$ cat src/hdl/lss_pkg.sv
`timescale 1ns / 1ps
// Shared types and constants for the link session supervisor.
// No dependencies; every other file imports this package.

package lss_pkg;

    // Event queue depth and the pointer and fill widths that follow from it.
    localparam int QUEUE_DEPTH = 8;
    localparam int QPTR_W      = (QUEUE_DEPTH > 1) ? $clog2(QUEUE_DEPTH) : 1;
    localparam int QCNT_W      = $clog2(QUEUE_DEPTH + 1);

    localparam logic [15:0] TIMEOUT_RESET = 16'd2000;

    // Operation codes carried in the kind field.
    localparam logic [1:0] KIND_START   = 2'd0;
    localparam logic [1:0] KIND_POST    = 2'd1;
    localparam logic [1:0] KIND_PROCESS = 2'd2;
    localparam logic [1:0] KIND_TICK    = 2'd3;

    // Event codes; the two remaining codes are dequeued without effect.
    localparam logic [2:0] EV_ATTACHED    = 3'd0;
    localparam logic [2:0] EV_ENUMERATED  = 3'd1;
    localparam logic [2:0] EV_DETACHED    = 3'd2;
    localparam logic [2:0] EV_FRAME       = 3'd3;
    localparam logic [2:0] EV_PROTO_ERROR = 3'd4;
    localparam logic [2:0] EV_CANCEL      = 3'd5;

    // Configuration register word index.
    localparam logic REG_OBSERVE_TIMEOUT = 1'b0;

    // Counter slots.
    localparam int NUM_COUNTERS   = 7;
    localparam int CNT_RECONNECT  = 0;
    localparam int CNT_TIMEOUT    = 1;
    localparam int CNT_GAP        = 2;
    localparam int CNT_SATURATION = 3;
    localparam int CNT_CANCEL     = 4;
    localparam int CNT_ERROR      = 5;
    localparam int CNT_FRAME      = 6;

    typedef enum logic [2:0] {
        ST_BOOTING    = 3'd0,
        ST_DETACHED   = 3'd1,
        ST_ENUMERATED = 3'd2,
        ST_OBSERVING  = 3'd3,
        ST_READY      = 3'd4,
        ST_RECOVERING = 3'd5,
        ST_FAULTED    = 3'd6
    } mode_t;

    typedef struct packed {
        logic [1:0]  kind;
        logic [2:0]  event_kind;
        logic        seq_present;
        logic [31:0] sequence_number;
        logic        conn_req;
        logic        conn_ok;
        logic [31:0] time_now_ms;
    } item_t;

    typedef struct packed {
        logic        accepted;
        logic [2:0]  session_state;
        logic [31:0] reconnect_count;
        logic [31:0] timeout_count;
        logic [31:0] gap_count;
        logic [31:0] saturation_count;
        logic [31:0] cancel_count;
        logic [31:0] error_count;
        logic [31:0] frame_count;
        logic [31:0] next_expected_sequence;
    } result_t;

    // One queued event as held in the ring.
    typedef struct packed {
        logic [2:0]  event_kind;
        logic        seq_present;
        logic [31:0] sequence_number;
        logic        conn_req;
        logic        conn_ok;
    } event_t;

    typedef struct packed {
        logic full;
        logic empty;
    } queue_status_t;

endpackage

$ cat src/hdl/lss_queue.sv
`timescale 1ns / 1ps
// Ring queue of posted events with head pointer and fill count.
// Depends on lss_pkg.

module lss_queue (
    input  logic                   clk,
    input  logic                   rst_n,
    input  logic                   push,
    input  logic                   pop,
    input  lss_pkg::event_t        push_data,
    output lss_pkg::event_t        head_data,
    output lss_pkg::queue_status_t status
);
    import lss_pkg::*;

    event_t              store_mem [QUEUE_DEPTH];
    logic [QPTR_W-1:0]   head_reg;
    logic [QPTR_W-1:0]   head_next;
    logic [QCNT_W-1:0]   fill_reg;
    logic [QCNT_W-1:0]   fill_next;
    logic [QCNT_W:0]     tail_sum;
    logic [QCNT_W:0]     tail_wrap;
    logic [QPTR_W-1:0]   tail_ptr;
    logic                push_ok;
    logic                pop_ok;

    assign status.full  = (fill_reg == QCNT_W'(QUEUE_DEPTH));
    assign status.empty = (fill_reg == '0);
    assign push_ok      = push && !status.full;
    assign pop_ok       = pop && !status.empty;

    // Head plus fill stays below twice the depth, so one subtract wraps it.
    assign tail_sum  = (QCNT_W+1)'(head_reg) + (QCNT_W+1)'(fill_reg);
    assign tail_wrap = (tail_sum >= (QCNT_W+1)'(QUEUE_DEPTH))
                     ? tail_sum - (QCNT_W+1)'(QUEUE_DEPTH) : tail_sum;
    assign tail_ptr  = tail_wrap[QPTR_W-1:0];

    assign head_data = store_mem[head_reg];

    always_comb
    begin
        head_next = head_reg;
        fill_next = fill_reg;
        if (push_ok)
        begin
            fill_next = fill_reg + QCNT_W'(1);
        end
        else if (pop_ok)
        begin
            fill_next = fill_reg - QCNT_W'(1);
            head_next = (head_reg == QPTR_W'(QUEUE_DEPTH - 1))
                      ? '0 : head_reg + QPTR_W'(1);
        end
    end

    always_ff @(posedge clk or negedge rst_n)
    begin
        if (!rst_n)
        begin
            head_reg <= '0;
            fill_reg <= '0;
        end
        else
        begin
            head_reg <= head_next;
            fill_reg <= fill_next;
        end
    end

    always_ff @(posedge clk)
    begin
        if (push_ok)
        begin
            store_mem[tail_ptr] <= push_data;
        end
    end

endmodule

$ cat src/hdl/lss_session.sv
`timescale 1ns / 1ps
// Session state, observe deadline, sequence tracking and event counters.
// Depends on lss_pkg.

module lss_session (
    input  logic                   clk,
    input  logic                   rst_n,
    input  logic                   valid,
    input  lss_pkg::item_t         item,
    input  lss_pkg::event_t        head_data,
    input  lss_pkg::queue_status_t qstat,
    input  logic [15:0]            timeout_ms,
    output lss_pkg::result_t       view
);
    import lss_pkg::*;

    mode_t       mode_reg;
    mode_t       mode_next;
    logic [31:0] deadline_reg;
    logic [31:0] deadline_next;
    logic [31:0] expect_reg;
    logic [31:0] expect_next;
    logic [31:0] cnt_reg  [NUM_COUNTERS];
    logic [31:0] cnt_next [NUM_COUNTERS];
    logic        accepted_reg;
    logic        accepted_next;
    logic [32:0] dl_sum;
    logic [31:0] new_deadline;

    // Deadline saturates at the top of the time range.
    assign dl_sum       = {1'b0, item.time_now_ms} + 33'(timeout_ms);
    assign new_deadline = dl_sum[32] ? '1 : dl_sum[31:0];

    always_comb
    begin
        mode_next     = mode_reg;
        deadline_next = deadline_reg;
        expect_next   = expect_reg;
        accepted_next = accepted_reg;
        for (int i = 0; i < NUM_COUNTERS; i++)
        begin
            cnt_next[i] = cnt_reg[i];
        end
        if (valid)
        begin
            accepted_next = 1'b1;
            unique case (item.kind)
                KIND_START:
                begin
                    if (mode_reg == ST_BOOTING)
                    begin
                        mode_next = ST_DETACHED;
                    end
                end
                KIND_POST:
                begin
                    if (qstat.full)
                    begin
                        cnt_next[CNT_SATURATION] = cnt_reg[CNT_SATURATION] + 32'd1;
                        mode_next                = ST_FAULTED;
                        accepted_next            = 1'b0;
                    end
                end
                KIND_PROCESS:
                begin
                    if (qstat.empty)
                    begin
                        accepted_next = 1'b0;
                    end
                    else if (mode_reg != ST_FAULTED)
                    begin
                        unique case (head_data.event_kind)
                            EV_ATTACHED:
                            begin
                                if (mode_reg != ST_DETACHED)
                                begin
                                    cnt_next[CNT_RECONNECT] = cnt_reg[CNT_RECONNECT] + 32'd1;
                                end
                                mode_next     = ST_ENUMERATED;
                                deadline_next = new_deadline;
                                expect_next   = '0;
                            end
                            EV_ENUMERATED:
                            begin
                                mode_next     = ST_OBSERVING;
                                deadline_next = new_deadline;
                            end
                            EV_DETACHED:
                            begin
                                if (mode_reg != ST_DETACHED)
                                begin
                                    cnt_next[CNT_RECONNECT] = cnt_reg[CNT_RECONNECT] + 32'd1;
                                end
                                mode_next     = ST_DETACHED;
                                deadline_next = '0;
                                expect_next   = '0;
                            end
                            EV_FRAME:
                            begin
                                cnt_next[CNT_FRAME] = cnt_reg[CNT_FRAME] + 32'd1;
                                // Sequence one restarts the count; any other
                                // mismatch is a gap and forces recovery.
                                if (head_data.seq_present && head_data.sequence_number != '0)
                                begin
                                    if (head_data.sequence_number == 32'd1)
                                    begin
                                        expect_next = 32'd2;
                                    end
                                    else if (expect_reg == '0 ||
                                             head_data.sequence_number != expect_reg)
                                    begin
                                        cnt_next[CNT_GAP] = cnt_reg[CNT_GAP] + 32'd1;
                                        expect_next = head_data.sequence_number + 32'd1;
                                        mode_next   = ST_RECOVERING;
                                    end
                                    else
                                    begin
                                        expect_next = expect_reg + 32'd1;
                                    end
                                end
                                if (mode_next != ST_RECOVERING)
                                begin
                                    if (head_data.conn_req && head_data.conn_ok)
                                    begin
                                        mode_next = ST_READY;
                                    end
                                    else if (mode_next != ST_READY)
                                    begin
                                        mode_next = ST_OBSERVING;
                                    end
                                end
                                deadline_next = '0;
                            end
                            EV_PROTO_ERROR:
                            begin
                                cnt_next[CNT_ERROR] = cnt_reg[CNT_ERROR] + 32'd1;
                                mode_next     = ST_RECOVERING;
                                deadline_next = '0;
                            end
                            EV_CANCEL:
                            begin
                                cnt_next[CNT_CANCEL] = cnt_reg[CNT_CANCEL] + 32'd1;
                                mode_next     = ST_RECOVERING;
                                deadline_next = '0;
                                expect_next   = '0;
                            end
                            default:
                            begin
                            end
                        endcase
                    end
                end
                KIND_TICK:
                begin
                    if (deadline_reg != '0 && item.time_now_ms >= deadline_reg &&
                        (mode_reg == ST_ENUMERATED || mode_reg == ST_OBSERVING))
                    begin
                        cnt_next[CNT_TIMEOUT] = cnt_reg[CNT_TIMEOUT] + 32'd1;
                        mode_next     = ST_RECOVERING;
                        deadline_next = '0;
                    end
                end
            endcase
        end
    end

    always_ff @(posedge clk or negedge rst_n)
    begin
        if (!rst_n)
        begin
            mode_reg     <= ST_BOOTING;
            deadline_reg <= '0;
            expect_reg   <= '0;
            accepted_reg <= 1'b0;
            for (int i = 0; i < NUM_COUNTERS; i++)
            begin
                cnt_reg[i] <= '0;
            end
        end
        else
        begin
            mode_reg     <= mode_next;
            deadline_reg <= deadline_next;
            expect_reg   <= expect_next;
            accepted_reg <= accepted_next;
            for (int i = 0; i < NUM_COUNTERS; i++)
            begin
                cnt_reg[i] <= cnt_next[i];
            end
        end
    end

    assign view.accepted               = accepted_reg;
    assign view.session_state          = mode_reg;
    assign view.reconnect_count        = cnt_reg[CNT_RECONNECT];
    assign view.timeout_count          = cnt_reg[CNT_TIMEOUT];
    assign view.gap_count              = cnt_reg[CNT_GAP];
    assign view.saturation_count       = cnt_reg[CNT_SATURATION];
    assign view.cancel_count           = cnt_reg[CNT_CANCEL];
    assign view.error_count            = cnt_reg[CNT_ERROR];
    assign view.frame_count            = cnt_reg[CNT_FRAME];
    assign view.next_expected_sequence = expect_reg;

endmodule

$ cat src/hdl/link_session_supervisor.sv
`timescale 1ns / 1ps
// Top level of the link session supervisor: input register, APB register
// port, event queue and session logic. Depends on lss_pkg, lss_queue, lss_session.
//
// Usage:
//   Command channel: an item (kind, event fields, time) is taken at a rising
//   edge where start is high and busy is low. busy is never raised, so one
//   item may be issued every cycle.
//   Result channel: each item yields exactly one result beat, shown on the
//   result port for one cycle while done is high. The item passes first into
//   the input register, then through the queue and session update into the
//   state registers, which drive the result port directly; done follows it
//   through its own valid and done registers. Throughput is one item per
//   cycle, with the queue pointers and session state updated for each item.
//   The receiver cannot stall; a beat it does not take is lost to it, but
//   the state it shows stays on the port until the next item updates it.
//   Configuration: the observe timeout register sits at byte address 0 of
//   the APB port and should only be written while no item is in flight.
//   Reset: rst_n clears the queue, session state, counters and the expected
//   sequence, and restores the observe timeout to 2000 ms. No clearing pass
//   is needed; queue entries are only read after they have been written.

module link_session_supervisor (
    input  logic             clk,
    input  logic             rst_n,
    input  logic             psel,
    input  logic             penable,
    input  logic             pwrite,
    input  logic [2:0]       paddr,
    input  logic [31:0]      pwdata,
    output logic [31:0]      prdata,
    output logic             pready,
    input  logic             start,
    input  lss_pkg::item_t   item,
    output logic             busy,
    output logic             done,
    output lss_pkg::result_t result
);
    import lss_pkg::*;

    logic          timeout_sel;
    logic [15:0]   timeout_ms_reg;
    item_t         item_reg;
    logic          item_valid_reg;
    logic          done_reg;
    logic          cfg_write;
    event_t        push_data;
    event_t        head_data;
    queue_status_t qstat;
    logic          push;
    logic          pop;

    // The block takes a command every cycle.
    assign busy   = 1'b0;
    assign pready = 1'b1;

    // Register write completes on the access cycle; paddr[2] selects the word.
    assign cfg_write   = psel && penable && pwrite && pready;
    assign timeout_sel = (paddr[2] == REG_OBSERVE_TIMEOUT);
    assign prdata      = timeout_sel ? {16'd0, timeout_ms_reg} : 32'd0;

    always_ff @(posedge clk or negedge rst_n)
    begin
        if (!rst_n)
        begin
            timeout_ms_reg <= TIMEOUT_RESET;
        end
        else if (cfg_write && timeout_sel)
        begin
            timeout_ms_reg <= pwdata[15:0];
        end
    end

    // Input register: the command is captured here and processed in the next
    // cycle, when its result is loaded into the session state.
    always_ff @(posedge clk or negedge rst_n)
    begin
        if (!rst_n)
        begin
            item_valid_reg <= 1'b0;
            done_reg       <= 1'b0;
        end
        else
        begin
            item_valid_reg <= start && !busy;
            done_reg       <= item_valid_reg;
        end
    end

    always_ff @(posedge clk)
    begin
        if (start && !busy)
        begin
            item_reg <= item;
        end
    end

    assign push = item_valid_reg && (item_reg.kind == KIND_POST);
    assign pop  = item_valid_reg && (item_reg.kind == KIND_PROCESS);

    assign push_data.event_kind      = item_reg.event_kind;
    assign push_data.seq_present     = item_reg.seq_present;
    assign push_data.sequence_number = item_reg.sequence_number;
    assign push_data.conn_req        = item_reg.conn_req;
    assign push_data.conn_ok         = item_reg.conn_ok;

    lss_queue u_queue (
        .clk       (clk),
        .rst_n     (rst_n),
        .push      (push),
        .pop       (pop),
        .push_data (push_data),
        .head_data (head_data),
        .status    (qstat)
    );

    // The session registers double as the result register.
    lss_session u_session (
        .clk        (clk),
        .rst_n      (rst_n),
        .valid      (item_valid_reg),
        .item       (item_reg),
        .head_data  (head_data),
        .qstat      (qstat),
        .timeout_ms (timeout_ms_reg),
        .view       (result)
    );

    assign done = done_reg;

endmodule

$ cat config.mk
export PLATFORM = sky130hd
export DESIGN_NAME = link_session_supervisor
export DESIGN_NICKNAME = d
export VERILOG_FILES = /design/src/hdl/lss_pkg.sv /design/src/hdl/lss_queue.sv /design/src/hdl/lss_session.sv /design/src/hdl/link_session_supervisor.sv
export SDC_FILE = /design/constraint.sdc
export NUM_CORES = 1
export LEC_CHECK = 0
export BUFFER_PORTS_ARGS = -buffer_cell sky130_fd_sc_hd__buf_2
export CAP_MARGIN = 20
export CORE_AREA = 2 2 299 242
export DETAILED_ROUTE_END_ITERATION = 10
export DIE_AREA = 0 0 301 244
export PLACE_DENSITY = 0.68
export SLEW_MARGIN = 20
export SYNTH_ARGS = -nofsm -noshare
export SYNTH_HDL_FRONTEND = slang
export SYNTH_SLANG_ARGS = --single-unit
$ cat constraint.sdc
create_clock -name clk -period 8.9 [get_ports clk]
set_input_delay 1.78 -clock clk [delete_from_list [all_inputs] [get_ports clk]]
set_output_delay 1.78 -clock clk [all_outputs]
set_load 0.01 [all_outputs]
==> impl_metrics.tcl, run 1 <==
set metrics [dict create \
    outcome "complete, no violations" \
    hold_viol_final 0 \
    finClkSkew_ns 0.03117 \
    grt_pass1_wl_um 117500 \
    multi_input_area_um2 11580 \
    dp_hpwl_um 51850 \
    crit_arrival_ns 5.38 \
    synth_edf_count 376 \
    vias 20280 \
    hold_class "reg2reg" \
    grt_usage_pct 20.61 \
    fin_nets 2875 \
    route.detailed.drc 0 \
    post_cts_resized 0 \
    syn_area_um2 31540 \
    boundaryPins 408 \
    slew_headroom_pct 28.31 \
    clock_path_buffers 3 \
    start_util_pct 44.92 \
    drt-initial-drc-count 1626 \
    wl_um 76200 \
    path_delay_family "multiplexers" \
    end_kind "flop" \
    largest_reg_flops 304 \
    ctsHoldBuffers 0 \
    fillers 5829 \
    ys.flop_type "edfxtp_1" \
    place_congestion 0.8977 \
    synth.distinct_cells 88 \
    design.die.area_um2 73440 \
    fin_tns_setup_ns 0 \
    cts_tree "done" \
    rsz0062_at_grt "no" \
    p_per_area_nw_per_um2 274.6 \
    first_pass_iters 6 \
    cts_sinks 693 \
    mostFrequentLayoutCells "edfxtp_1, buf_2, dfrtp_1, xnor2_1, nand2_1" \
    grt_max_degree 171 \
    syn_avg_cell_area_um2 13.76 \
    yosysSeqAreaShare_pct 60.97 \
    regArea_um2 19240 \
    port_buffers 371 \
    overflow 0 \
    ant_nets 0 \
    path_class "reg2reg" \
    viasPerCell 5.492 \
    final_common_cell "edfxtp_1" \
    worstPathBufferInverterCount 1 \
    ys_seq_elements 693 \
    design.core.area_um2 70210 \
    async_flop_share_pct 45.74 \
    final_util_pct 52.29 \
    drive_gt1_share_pct 24.27 \
    tightest_slew_ns 1.075 \
    dp_slack_ns 3.877 \
    fmax_ghz 0.2054 \
    crit_fanout 61 \
    cts_buffers 72 \
    synth_warnings 0 \
    instances_no_fill 3693 \
    syn2layout_area_growth_pct 16.39 \
    ir_worst_vdd_mv 0.2004 \
    p_leak_nw 15.11 \
    drv_slew 0 \
    crit_required_ns 9.41 \
    post_drt_wl_per_cell_um 20.63 \
    setup_viol 0 \
    max-cap-violations 0 \
    die_y_um 244 \
    synthCells 2292 \
    clk_pin_slew_ns 0.06 \
    slowest_stage "dfrtp_4" \
    rows 87 \
    clockRootBuffer "clkbuf_16" \
    antenna_found_initial 8 \
    grt_pass1_vias 20260 \
    setup_ws_ns 4.031 \
    slowest_delay_ns 1.03 \
    crit_chain "buf_4 > mux4_2 > mux2i_1 > xnor2_1 > nor4_2 > nand4_1 > or4_4 > nand2_4 > mux2_1" \
    fin_hold_ws_ns 0.4626 \
    clock_latency_ns 0.64 \
    placed_cells 3553 \
    start_kind "flop" \
    postCtsSetupBuffers 0 \
    die_w_um 301 \
    finalCritPeriodShare_pct 54.71 \
    period_needed_ns 4.869 \
    cts_htree_levels 3 \
]
power by group:
group | leakage (nW) | internal (mW) | switching, mW
Sequential | 7.77 | 3.77 | 0.468
Clock | 1.12 | 1.68 | 1.28
Combinational | 6.22 | 1.28 | 1.60
area by class of cell:
type                            instances  area share (%)
Sequential cell                       693           52.42
Multi-Input combinational cell       1452           31.54
Timing Repair Buffer                  393           5.631
Clock buffer                           98           5.337
Tap cell                              934           3.183
Clock inverter                         34           1.005
Inverter                               82          0.8384
Antenna cell                            7         0.04772
cell usage after synthesis (6+ instances only):
master	count	area share [%]
buf_6	10	0.36
dfstp_2	6	0.50
dfrtp_1	311	25
mux2i_4	8	0.57
a21o_1	31	0.74
buf_2	14	0.22
nor3_1	57	0.90
nand3_1	78	1.2
nor3_2	8	0.25
nor4_1	45	0.89
and3_1	38	0.75
ha_1	65	2.6
mux2i_2	8	0.35
nor2_1	118	1.4
buf_4	25	0.60
xnor2_1	210	5.8
xor2_1	85	2.4
clkbuf_1	26	0.31
or3_1	8	0.16
a22o_1	33	0.92
and4_1	15	0.42
mux4_2	73	5.2
a31oi_1	7	0.14
nand4_1	66	1.3
o21a_1	8	0.19
nand2b_1	15	0.30
o21ai_0	34	0.54
inv_1	81	0.96
and2_1	11	0.22
nor2b_1	23	0.46
or2_2	7	0.14
edfxtp_1	376	36
nand2_1	153	1.8
mux2_2	26	0.93
a21oi_1	47	0.75
mux2i_1	52	1.7
o2bb2ai_1	11	0.31
per-stage QoR:
step	instance area [um2]	total power, mW
global placement	34330	7.100
global route	36700	10.60
detailed placement	34330	7.176
floorplan	31600	6.288
finish	36710	10.08
CTS	36660	10.18
per-layer routing:
metal / routed length, um / vias up / track usage [%]
met5: 0 / - / 0
met4: 2674 / 0 / 7.975
met3: 4118 / 153 / 3.634
met2: 36290 / 595 / 32.66
met1: 33120 / 10260 / 28.38
li1: - / 9275 / -
logic make-up after synthesis:
logic type	after synthesis	share of synthesized area (%)
compound gates	215	4.741
xor+xnor	295	8.192
fa+ha+maj	68	2.769
buf+inv	163	2.694
flops	693	60.97
mux	169	8.831
other cells	2	0.02381
simple gates	687	11.78
worst register-to-register path, delay by kind of cell, from the launching register on:
kind,cells,cell delay [ns]
xor gates and xnor gates,1,0.19
and+or+nand+nor,4,1.27
muxes,3,1.47
DFF,1,1.03
buffers and inverters,1,0.80
path summary, 6_finish.rpt:
path	cells after the start	start	slack (ns)	end
setup / recovery	9	u_queue.head_reg[2]$_DFFE_PN0P_	4.03	u_session.view[161]$_DFFE_PN0P_
hold / removal	1	u_session.view[159]$_DFFE_PN0P_	0.46	u_session.view[159]$_DFFE_PN0P_
setup reg to reg	9	u_queue.head_reg[2]$_DFFE_PN0P_	4.03	u_session.view[161]$_DFFE_PN0P_
hold reg to reg	1	u_session.view[159]$_DFFE_PN0P_	0.46	u_session.view[159]$_DFFE_PN0P_
max in group asynchronous	2	rst_n	6.39	u_session.view[181]$_DFFE_PN0P_
min in group asynchronous	1	rst_n	1.09	timeout_ms_reg[2]$_DFFE_PN0P_
Power figures use the tool's default switching activity.
==> run 2: changes to the inputs <==
--- a/config.mk
+++ b/config.mk
@@ -5,11 +5,12 @@
 export SDC_FILE = /design/constraint.sdc
 export NUM_CORES = 1
 export LEC_CHECK = 0
+export ABC_AREA = 1
 export BUFFER_PORTS_ARGS = -buffer_cell sky130_fd_sc_hd__buf_2
 export CAP_MARGIN = 20
-export CORE_AREA = 2 2 299 242
+export CORE_AREA = 2 2 307 248
 export DETAILED_ROUTE_END_ITERATION = 10
-export DIE_AREA = 0 0 301 244
+export DIE_AREA = 0 0 309 250
 export PLACE_DENSITY = 0.68
 export SLEW_MARGIN = 20
 export SYNTH_ARGS = -nofsm -noshare
==> constraint.sdc (replaced) <==
create_clock -name clk -period 4.89 [get_ports clk]
set_input_delay 0.978 -clock clk [delete_from_list [all_inputs] [get_ports clk]]
set_output_delay 0.978 -clock clk [all_outputs]
set_load 0.01 [all_outputs]
==> impl_metrics.tcl, run 2 <==
set metrics [dict create \
    finClkSkew_ns 0.03992 \
    fin_hold_ws_ns 0.3765 \
    finalPower_mw 19.09 \
    viasPerCell 5.052 \
    cts_sinks 693 \
    die_w_um 309 \
    clk_pin_slew_ns 0.07 \
    rsz0062_at_grt "no" \
    synth.distinct_cells 67 \
    crit_required_ns 5.44 \
    design.die.area_um2 77250 \
    p_per_area_nw_per_um2 492.9 \
    boundaryPins 408 \
    grt_max_degree 119 \
    fin_tns_setup_ns 0 \
    setup_viol 0 \
    r2r-start "u_queue.head_reg[1]$_DFFE_PN0P_" \
    instances_no_fill 4936 \
    postCtsSetupBuffers 0 \
    placed_cells 4808 \
    crit_fanout 33 \
    grt_pass1_wl_um 131800 \
    ctsHoldBuffers 0 \
    clock_path_buffers 3 \
    hold_class "in2async" \
    met1_usage_pct 31.69 \
    yosysTopAreaCellShare_pct 34.00 \
    fin_nets 4051 \
    outcome "complete, no violations" \
    use_met3_pct 3.864 \
    fmax_ghz 0.2532 \
    dp_hpwl_um 59130 \
    post_drt_wl_per_cell_um 17.16 \
    p_sw_mw 7.059 \
    p_leak_nw 17.67 \
    drv_slew 0 \
    top_usage_layer "met2" \
    final_common_cell "nand2_1" \
    largest_reg_flops 304 \
    cts_buffers 72 \
    synth_warnings 0 \
    synth_top_cell_by_area "edfxtp_1" \
    post_cts_resized 0 \
    yosysSeqAreaShare_pct 57.92 \
    die_y_um 250 \
    grt_usage_pct 21.74 \
    max-cap-violations 0 \
    drive_gt1_share_pct 15.70 \
    internal_power_mw 12.03 \
    synthCells 3457 \
    power_frac_comb_pct 32.2 \
    grt_pass1_vias 23200 \
    crit_arrival_ns 4.50 \
    cts_htree_levels 3 \
    overflow 0 \
    end_kind "flop" \
    ys.flop_type "edfxtp_1" \
    ant_nets 0 \
    start_util_pct 44.54 \
    synth.top_cells.by_count "nand2_1, inv_1, edfxtp_1" \
    async_flop_share_pct 45.74 \
    slew_headroom_pct 33.91 \
    switching_share_pct 36.97 \
    start_kind "flop" \
    clock_latency_ns 0.65 \
    route.detailed.drc 0 \
    hold_viol_final 0 \
    wl_um 84700 \
    vias 24940 \
    ys_seq_elements 693 \
    clockRootBuffer "clkbuf_16" \
    syn_avg_cell_area_um2 9.605 \
    drt-initial-drc-count 2040 \
    syn_area_um2 33200 \
    final_area_um2 38730 \
    finalCritPeriodShare_pct 80.75 \
    design.core.area_um2 74550 \
    synth_most_common_cell "nand2_1" \
    pwr-share-seq_pct 38.0 \
    period_needed_ns 3.949 \
    rows 90 \
    path_class "reg2reg" \
    antenna_found_initial 7 \
    syn2layout_area_growth_pct 16.65 \
    use_met2_pct 33.24 \
    dpl_cell_area_um2 36310 \
    mostFrequentLayoutCells "nand2_1, inv_1, edfxtp_1, buf_2, nor2_1" \
    clockPowerShare_pct 29.7 \
    port_buffers 371 \
    synth_edf_count 376 \
    place_congestion 0.9336 \
    tightest_slew_ns 0.9913 \
    ir_worst_vdd_mv 0.6333 \
    first_pass_iters 6 \
    cts_tree "done" \
    synth_area_leaders "edfxtp_1, dfrtp_1, nand2_1" \
    cp-startpoint "u_queue.head_reg[1]$_DFFE_PN0P_" \
]
run 2: layer usage:
layer / routed length, um / share of wire [%]
met1: 39240 / 46
met2: 37870 / 45
met3: 5108 / 6.0
met4: 2442 / 2.9
met5: 34 / 0.040
run 2: critical path: stages, from the launching register on:
cell	delay [ns]
dfrtp_2	0.43
inv_2	0.51
buf_4	0.37
nand2_1	0.08
nand3_1	0.17
nand2_1	0.19
nand2_1	0.10
nor2_1	0.04
nand2_1	0.10
nor2_1	0.09
nand2_1	0.08
nand2_1	0.09
nor2_1	0.13
nand2_1	0.16
nor2_4	0.34
nand4_1	0.21
nor2_1	0.21
nand2_1	0.18
nor2_1	0.18
xor2_1	0.16
run 2: area by class of cell:
class | instances | area (um2)
diodes | 1 | 2.502
multi-input cells | 2224 | 11770
repair buffers | 418 | 2301
well taps | 1012 | 1266
clock buffers | 89 | 1946
inverters | 461 | 1735
fillers | 6819 | 35810
clock inverters | 38 | 475.5
flip-flops and latches | 693 | 19240
run 2: cell families after synthesis:
group / share of synthesized area (%)
buffers and inverters: 7.001
and+or+nand+nor: 21.18
xor gates and xnor gates: 6.225
other: 0.02262
muxes: 0.1658
AOI/OAI and AO/OA: 4.857
adders and majority gates: 2.630
DFF: 57.92
run 2: path summary, 6_finish.rpt:
kind	cells after the start	slack, ns	endpoint
max	19	0.94	u_session.view[178]$_DFFE_PN0P_
min	1	0.38	u_session.expect_reg[22]$_DFFE_PN0P_
max reg2reg	19	0.94	u_session.view[178]$_DFFE_PN0P_
min reg2reg	1	0.46	u_session.view[255]$_DFFE_PN0P_
max in group asynchronous	2	3.32	u_session.view[249]$_DFFE_PN0P_
min in group clk	1	0.46	u_session.view[255]$_DFFE_PN0P_
run 2: power groups by stage:
stage / Sequential, mW / Combinational (mW) / Clock, mW
final: 7.26 / 6.16 / 5.67
after global routing: 7.34 / 6.93 / 6.00
after CTS: 7.26 / 6.13 / 5.78
after detailed placement: 7.37 / 6.09 / 0
after global placement: 7.36 / 6.03 / 0
after floorplan: 7.33 / 4.14 / 0
run 2: metrics by stage:
stage | utilization [%] | worst slack, ns
after floorplan | - | 1.468
after global placement | 48.69 | 1.031
after detailed placement | 48.71 | 0.9843
after CTS | 51.95 | 0.9492
after global routing | 51.96 | 0.6237
final | 51.96 | 0.9411
